==> src/rtl/core/dbvsg_pkg.sv <==
// Types, register indexes and charge curve tables for the dual battery gauge.
package dbvsg_pkg;

  localparam int CURVE_POINTS = 11;
  localparam int SEG_W        = 4;
  localparam int OFFS_W       = 11;
  localparam int SLOPE_W      = 21;
  localparam int CHARGE_W     = 14;
  localparam int GAIN_W       = 16;
  localparam int TAP_W        = 12;
  localparam int MV_W         = 16;
  localparam int FRAC_BITS    = 12;
  localparam int SLOPE_FRAC   = 16;

  localparam logic [SEG_W-1:0]    SEG_TOP     = 4'd10;
  localparam logic [CHARGE_W-1:0] CHARGE_FULL = 14'd10000;
  localparam logic signed [17:0]  MV_FLOOR    = 18'sd10000;
  localparam logic signed [17:0]  MV_CEIL     = 18'sd13600;

  typedef enum logic [0:0] {
    REG_LOWER_GAIN = 1'b0,
    REG_STACK_GAIN = 1'b1
  } reg_idx_t;

  localparam logic signed [17:0] CURVE_MV [CURVE_POINTS] = '{
    18'sd10000, 18'sd12000, 18'sd12500, 18'sd12800, 18'sd12900, 18'sd13000,
    18'sd13100, 18'sd13200, 18'sd13300, 18'sd13400, 18'sd13600
  };

  localparam logic [CHARGE_W-1:0] CURVE_CHARGE [CURVE_POINTS] = '{
    14'd0, 14'd900, 14'd1400, 14'd1700, 14'd2000, 14'd3000,
    14'd4000, 14'd7000, 14'd9000, 14'd9900, 14'd10000
  };

  // slope of each segment in Q.16, rounded up; zero above the top point
  localparam logic [SLOPE_W-1:0] CURVE_SLOPE [CURVE_POINTS] = '{
    21'd29492, 21'd65536, 21'd65536, 21'd196608, 21'd655360, 21'd655360,
    21'd1966080, 21'd1310720, 21'd589824, 21'd32768, 21'd0
  };

  typedef struct packed {
    logic [TAP_W-1:0] lower_tap_mv;
    logic [TAP_W-1:0] upper_tap_mv;
  } in_item_t;

  typedef struct packed {
    logic signed [16:0]  upper_battery_mv;
    logic [MV_W-1:0]     lower_battery_mv;
    logic [CHARGE_W-1:0] upper_battery_charge;
    logic [CHARGE_W-1:0] lower_battery_charge;
  } out_item_t;

  typedef struct packed {
    logic [SEG_W-1:0]  idx;
    logic [OFFS_W-1:0] offs;
  } seg_t;

endpackage

==> src/rtl/core/dual_battery_voltage_soc_gauge.sv <==
// Four-stage pipeline: tap scaling, stack subtraction, segment search, interpolation.
//
//   channel   ports                              transfer
//   input     start, busy, in_data               start && !busy at a rising edge
//   result    out_valid, out_data                out_valid for one cycle
//   config    cfg_we, cfg_index, cfg_wdata       cfg_we at a rising edge
//
// One pair enters per cycle; its result shows once it has passed all four register stages.
// The four register stages are: multiply, subtract, compare, multiply-add.
// busy stays low; the receiver takes every result as it appears.
// Reset restores the default gains and drops all items in flight.
module dual_battery_voltage_soc_gauge
  import dbvsg_pkg::*;
(
  input  logic                clk,
  input  logic                rst_n,
  input  logic                start,
  output logic                busy,
  input  in_item_t            in_data,
  output logic                out_valid,
  output out_item_t           out_data,
  input  logic                cfg_we,
  input  logic [0:0]          cfg_index,
  input  logic [GAIN_W-1:0]   cfg_wdata
);

  logic [GAIN_W-1:0] lower_gain_r, lower_gain_nxt;
  logic [GAIN_W-1:0] stack_gain_r, stack_gain_nxt;

  logic v1_r, v2_r, v3_r, out_valid_r;
  logic [MV_W-1:0] lower_mv1_r, stack_mv1_r;
  logic [MV_W-1:0] lower_mv2_r;
  logic signed [16:0] upper_mv2_r;
  logic [MV_W-1:0] lower_mv3_r;
  logic signed [16:0] upper_mv3_r;
  seg_t upper_seg3_r, lower_seg3_r;
  out_item_t out_data_r;

  logic [TAP_W+GAIN_W-1:0] lower_prod, stack_prod;
  logic signed [17:0] upper_ext, lower_ext;
  seg_t upper_seg, lower_seg;
  logic [OFFS_W+SLOPE_W-1:0] upper_ip, lower_ip;
  logic accept;

  function automatic seg_t locate(input logic signed [17:0] mv);
    seg_t res;
    logic [SEG_W-1:0] cnt;
    logic signed [17:0] diff;
    cnt = '0;
    for (int i = 1; i < CURVE_POINTS - 1; i++) begin
      if (mv > CURVE_MV[i]) cnt = cnt + 4'd1;
    end
    diff = mv - CURVE_MV[cnt];
    if (mv <= MV_FLOOR) begin
      res.idx  = '0;
      res.offs = '0;
    end else if (mv >= MV_CEIL) begin
      res.idx  = SEG_TOP;
      res.offs = '0;
    end else begin
      res.idx  = cnt;
      res.offs = diff[OFFS_W-1:0];
    end
    return res;
  endfunction

  assign accept = start && !busy;
  assign busy   = 1'b0;

  always_comb begin
    lower_gain_nxt = lower_gain_r;
    stack_gain_nxt = stack_gain_r;
    if (cfg_we) begin
      unique case (reg_idx_t'(cfg_index))
        REG_LOWER_GAIN: lower_gain_nxt = cfg_wdata;
        REG_STACK_GAIN: stack_gain_nxt = cfg_wdata;
        default: ;
      endcase
    end
  end

  assign lower_prod = TAP_W'(in_data.lower_tap_mv) * (TAP_W+GAIN_W)'(lower_gain_r);
  assign stack_prod = TAP_W'(in_data.upper_tap_mv) * (TAP_W+GAIN_W)'(stack_gain_r);

  assign upper_ext = {upper_mv2_r[16], upper_mv2_r};
  assign lower_ext = {2'b00, lower_mv2_r};
  assign upper_seg = locate(upper_ext);
  assign lower_seg = locate(lower_ext);

  assign upper_ip = (OFFS_W+SLOPE_W)'(upper_seg3_r.offs) * CURVE_SLOPE[upper_seg3_r.idx];
  assign lower_ip = (OFFS_W+SLOPE_W)'(lower_seg3_r.offs) * CURVE_SLOPE[lower_seg3_r.idx];

  always_ff @(posedge clk) begin
    if (!rst_n) begin
      lower_gain_r <= 16'd20480;
      stack_gain_r <= 16'd38229;
      v1_r         <= 1'b0;
      v2_r         <= 1'b0;
      v3_r         <= 1'b0;
      out_valid_r  <= 1'b0;
    end else begin
      lower_gain_r <= lower_gain_nxt;
      stack_gain_r <= stack_gain_nxt;
      v1_r         <= accept;
      v2_r         <= v1_r;
      v3_r         <= v2_r;
      out_valid_r  <= v3_r;
    end
  end

  always_ff @(posedge clk) begin
    lower_mv1_r  <= lower_prod[FRAC_BITS +: MV_W];
    stack_mv1_r  <= stack_prod[FRAC_BITS +: MV_W];
    lower_mv2_r  <= lower_mv1_r;
    upper_mv2_r  <= signed'({1'b0, stack_mv1_r}) - signed'({1'b0, lower_mv1_r});
    lower_mv3_r  <= lower_mv2_r;
    upper_mv3_r  <= upper_mv2_r;
    upper_seg3_r <= upper_seg;
    lower_seg3_r <= lower_seg;
    out_data_r.upper_battery_mv     <= upper_mv3_r;
    out_data_r.lower_battery_mv     <= lower_mv3_r;
    out_data_r.upper_battery_charge <= CHARGE_W'(CURVE_CHARGE[upper_seg3_r.idx]
                                       + upper_ip[SLOPE_FRAC +: CHARGE_W]);
    out_data_r.lower_battery_charge <= CHARGE_W'(CURVE_CHARGE[lower_seg3_r.idx]
                                       + lower_ip[SLOPE_FRAC +: CHARGE_W]);
  end

  assign out_valid = out_valid_r;
  assign out_data  = out_data_r;

endmodule

==> config.mk <==
export PLATFORM = sky130hd
export DESIGN_NAME = dual_battery_voltage_soc_gauge
export DESIGN_NICKNAME = d
export VERILOG_FILES = /design/src/rtl/core/dbvsg_pkg.sv /design/src/rtl/core/dual_battery_voltage_soc_gauge.sv
export SDC_FILE = /design/constraint.sdc
export NUM_CORES = 2
export LEC_CHECK = 0
export ABC_AREA = 1
export BUFFER_PORTS_ARGS = -buffer_cell sky130_fd_sc_hd__clkbuf_2
export CAP_MARGIN = 5
export CORE_MARGIN = 2
export CORE_UTILIZATION = 55
export DETAILED_ROUTE_END_ITERATION = 12
export GPL_TIMING_DRIVEN = 0
export PLACE_DENSITY_LB_ADDON = 0.3
export SLEW_MARGIN = 20
export SYNTH_ARGS = -nofsm -noshare
export SYNTH_HDL_FRONTEND = slang
export SYNTH_SLANG_ARGS = --single-unit
==> constraint.sdc <==
create_clock -name clk -period 21.8 [get_ports clk]
set_clock_uncertainty 0.1 [all_clocks]
set_input_delay 6.54 -clock clk [delete_from_list [all_inputs] [get_ports clk]]
set_output_delay 6.54 -clock clk [all_outputs]
set_load 0.005 [all_outputs]
==> metrics.md <==
| Metric | Value |
|---|---|
| Outcome | finished, final reports clean |
| Top_reg_cell synth | dfxtp_1 |
| GRT Total Usage | 0.245 |
| Final cell count without fillers | 4849 |
| Setup TNS | 0 ns |
| Clk slew on worst S/H paths | 0.06 ns |
| Die X | 242 microns |
| Post-Synth Adder-Cell Area | 0.442 |
| CTS Buf Count | 28 |
| Drc violations | 0 |
| Initial antenna violation count | 0 |
| Final setup viols | 0 |
| Vias in the first global route | 25000 |
| Synth Cell Area | between 30000 and 40000 sq um |
| Area share of the largest cell type after synthesis | 0.291 |
| GPL Wtd Cong | between 0.9 and 1 |
| Crit start category | primary input |
| Worst hold path type | flip-flop to flip-flop |
| ANT cells | 0 |
| Synth Area in Simple Gates | 0.189 |
| Latest clock arrival within the worst-skew pair | 0.55 ns |
| Crit share post-route | 0.553 |
| Std cell rows | 87 |
| Level count of the clock H-tree | 1 |
| Final net count | about 4900 |
| DP HPWL | 58700 microns |
| Main combinational cell family by area after synthesis | adder cells |
| IO Pins | 108 |
| Setup Fix Bufs, Post-CTS | 0 |
| Final Instance Area | 33400 sq um |
| Yosys Warn Count | 0 |
| Sequential-to-total area share from yosys stat | 0.145 |
| FF+latch count, synth | 225 |
| Req. time, crit path | 22.16 ns |
| Number of synthesized flops with an enable pin | 0 |
| Layout cells sized above 1 | 0.0599 |
| IO Port Bufs | 84 |
| Synth Area in Compound Gates | 0.0632 |
| Layout area overhead | 7.28% |
| Placed cells | 4803 |
| CTS tree | done |
| Die area | 58500 sq um |
| Post-Syn Instances | 3963 |
| Ys async rst share | 0 |
| Pins Over Slew Limit | 0 |
| RSZ-0062 raised after global routing | false |
| Hold buffer count at CTS | 0 |
| Synth Area in XOR/XNOR | 0.0327 |
| Vias | 24600 |
| Achievable frequency | 83.0 MHz |
| Initial DRC count | 1365 |
| Clk sinks | roughly 230 |
| Routed len/inst | 14.3 microns |
| Largest net degree at the start of global routing | 14 |
| Critical path endpoint category | flip-flop |
| Post-route minimum period | 12.05 ns |
| Routed WL | 69500 microns |
| Mux contribution to synthesized area | 0 |
| Overflow after GRT | 0 |
| Initial Util | 0.554 |
| Syn nets | between 4000 and 5000 |
| CTS Buffer Depth | 3 |
| Final ANT Viol Nets | 0 |
| Slew @ Worst Pin | 0.738 ns |
| Fin. Hold Viols | 0 |
| DP Area | 32500 sq um |
| Critical Path AT | 12.41 ns |
| Maxcap violations | 0 |
| Synthesized area per cell | 7.85 sq um |
| Vias per cell | 5.07 |
| Final Util | 0.594 |
| First-pass GRT wire length | 119000 microns |
| CTS root buffer | clkbuf_16 |
| Post-cts sizing count | 0 |
| Slew headroom | 0.508 |
| Die height | 242 microns |
| Synth unique cells | 57 |
| DRT Pass-1 Iters | 6 |
| Core region area | 56200 sq um |
| Ranking of synthesized cells by area | fa_1 (29%), ha_1 (15%), dfxtp_1 (14%) |
| Type of the worst setup path | primary input to flip-flop |
| Synth area leader | fa_1 |
| Crit Path Max Fanout | 10 |
-- layer usage --
metal | track usage | share of wire | vias to the layer above | wire length [microns]
met2 | 0.410 | 0.46 | 712 | 32300
met3 | 0.0421 | 0.063 | 129 | 4370
met4 | 0.0757 | 0.032 | 0 | 2260
li1 | - | - | 12100 | -
met5 | 0 | 0 | - | 0
met1 | 0.324 | 0.44 | 11600 | 30600
-- per-stage QoR --
step / hold WS [ns] / worst slack [ns]
2_1_floorplan: 0.210 / 10.17
3_3_place_gp: 0.211 / 9.25
3_5_place_dp: 0.212 / 9.15
4_1_cts: 0.205 / 9.72
5_1_grt: 0.211 / 9.38
6_report: 0.218 / 9.75
-- cell usage in the layout (no fill, tap or decap), types with 13 or more instances in the layout --
cell type and n:
nand2_2 29, nand3_2 16, fa_1 453, nor2_1 305
nor2_2 13, xnor2_1 28, clkbuf_2 84, a21oi_1 145
clkbuf_16 29, xor2_1 88, inv_1 946, o21ai_0 89
nor3_1 27, clkbuf_1 90, ha_1 374, dfxtp_1 225
nand3_1 104, nand4_1 17, o21bai_1 19, a31oi_1 14
o21ai_1 18, nand2_1 825, inv_2 18
-- synthesized netlist by cell type, types with 5 or more instances --
cell type / number
nor2_1: 305
nand2_2: 29
nand2_1: 825
o21ai_1: 18
a211oi_1: 7
xnor2_1: 28
nor4_1: 11
or2_2: 8
nand4_1: 17
inv_2: 18
inv_1: 946
nand3_1: 104
o21bai_1: 19
nand3_2: 16
xor2_1: 88
a31oi_1: 14
fa_1: 453
nor2_2: 13
nand2_4: 11
o211ai_1: 8
nand3b_1: 7
ha_1: 374
a21oi_1: 145
o21ai_0: 89
nor2_4: 6
dfxtp_1: 225
o22ai_1: 5
nor3_1: 27
clkbuf_1: 87
a21o_1: 7
-- path summary, 6_finish.rpt --
check / start / end / slack (ns) / depth (start not counted)
setup / recovery: in_data[5] / stack_mv1_r[13] / 9.75 / 25
hold / removal: lower_mv3_r[4] / out_data[32] / 0.22 / 0
setup reg to reg: lower_seg3_r[12] / out_data[13] / 12.98 / 36
hold reg to reg: lower_mv3_r[4] / out_data[32] / 0.22 / 0
-- logic make-up after synthesis --
group	Yosys count
AOI/OAI and AO/OA	344
and+or+nand+nor	1388
adders and majority gates	827
other	1
xor gates and xnor gates	116
DFF	225
buffers and inverters	1062
-- cell type report --
cell class                 count  area [sq um]
sequential                   225          4500
buffer                        95           370
fill                        5169         22800
clock buffer                  37           806
inverter                     967          3630
timing repair buffer          84           420
multi-input combinational   2676         22600
tap                          756           946
clock inverter                 9          92.6
-- worst max-delay path, stage by stage --
cell	delay [ns]
clkbuf_1	0.30
clkbuf_1	0.45
nand2_1	0.15
fa_1	0.56
inv_1	0.05
fa_1	0.46
ha_1	0.33
fa_1	0.51
fa_1	0.52
ha_1	0.34
nand4_1	0.09
nor3_1	0.19
nor2_1	0.07
inv_1	0.08
a21oi_1	0.08
o21ai_0	0.33
a21oi_1	0.19
o21ai_0	0.40
nand3_1	0.12
nand2_1	0.12
nand2_1	0.06
nand2_1	0.10
nand2_1	0.06
nand3_1	0.09
xor2_1	0.20
-- flip-flops by register name, summed over array words and instances, names as in the netlist, 15 cells and up --
name and count:
lower_seg3_r 15, lower_mv1_r 16, upper_mv2_r 17, stack_mv1_r 16, lower_mv2_r 16, upper_mv3_r 17, stack_gain_r 16, lower_gain_r 16
out_data 61, lower_mv3_r 16, upper_seg3_r 15
Power is not shown: default switching activity piles up to over one toggle a cycle in this logic, so the estimate is an artifact.
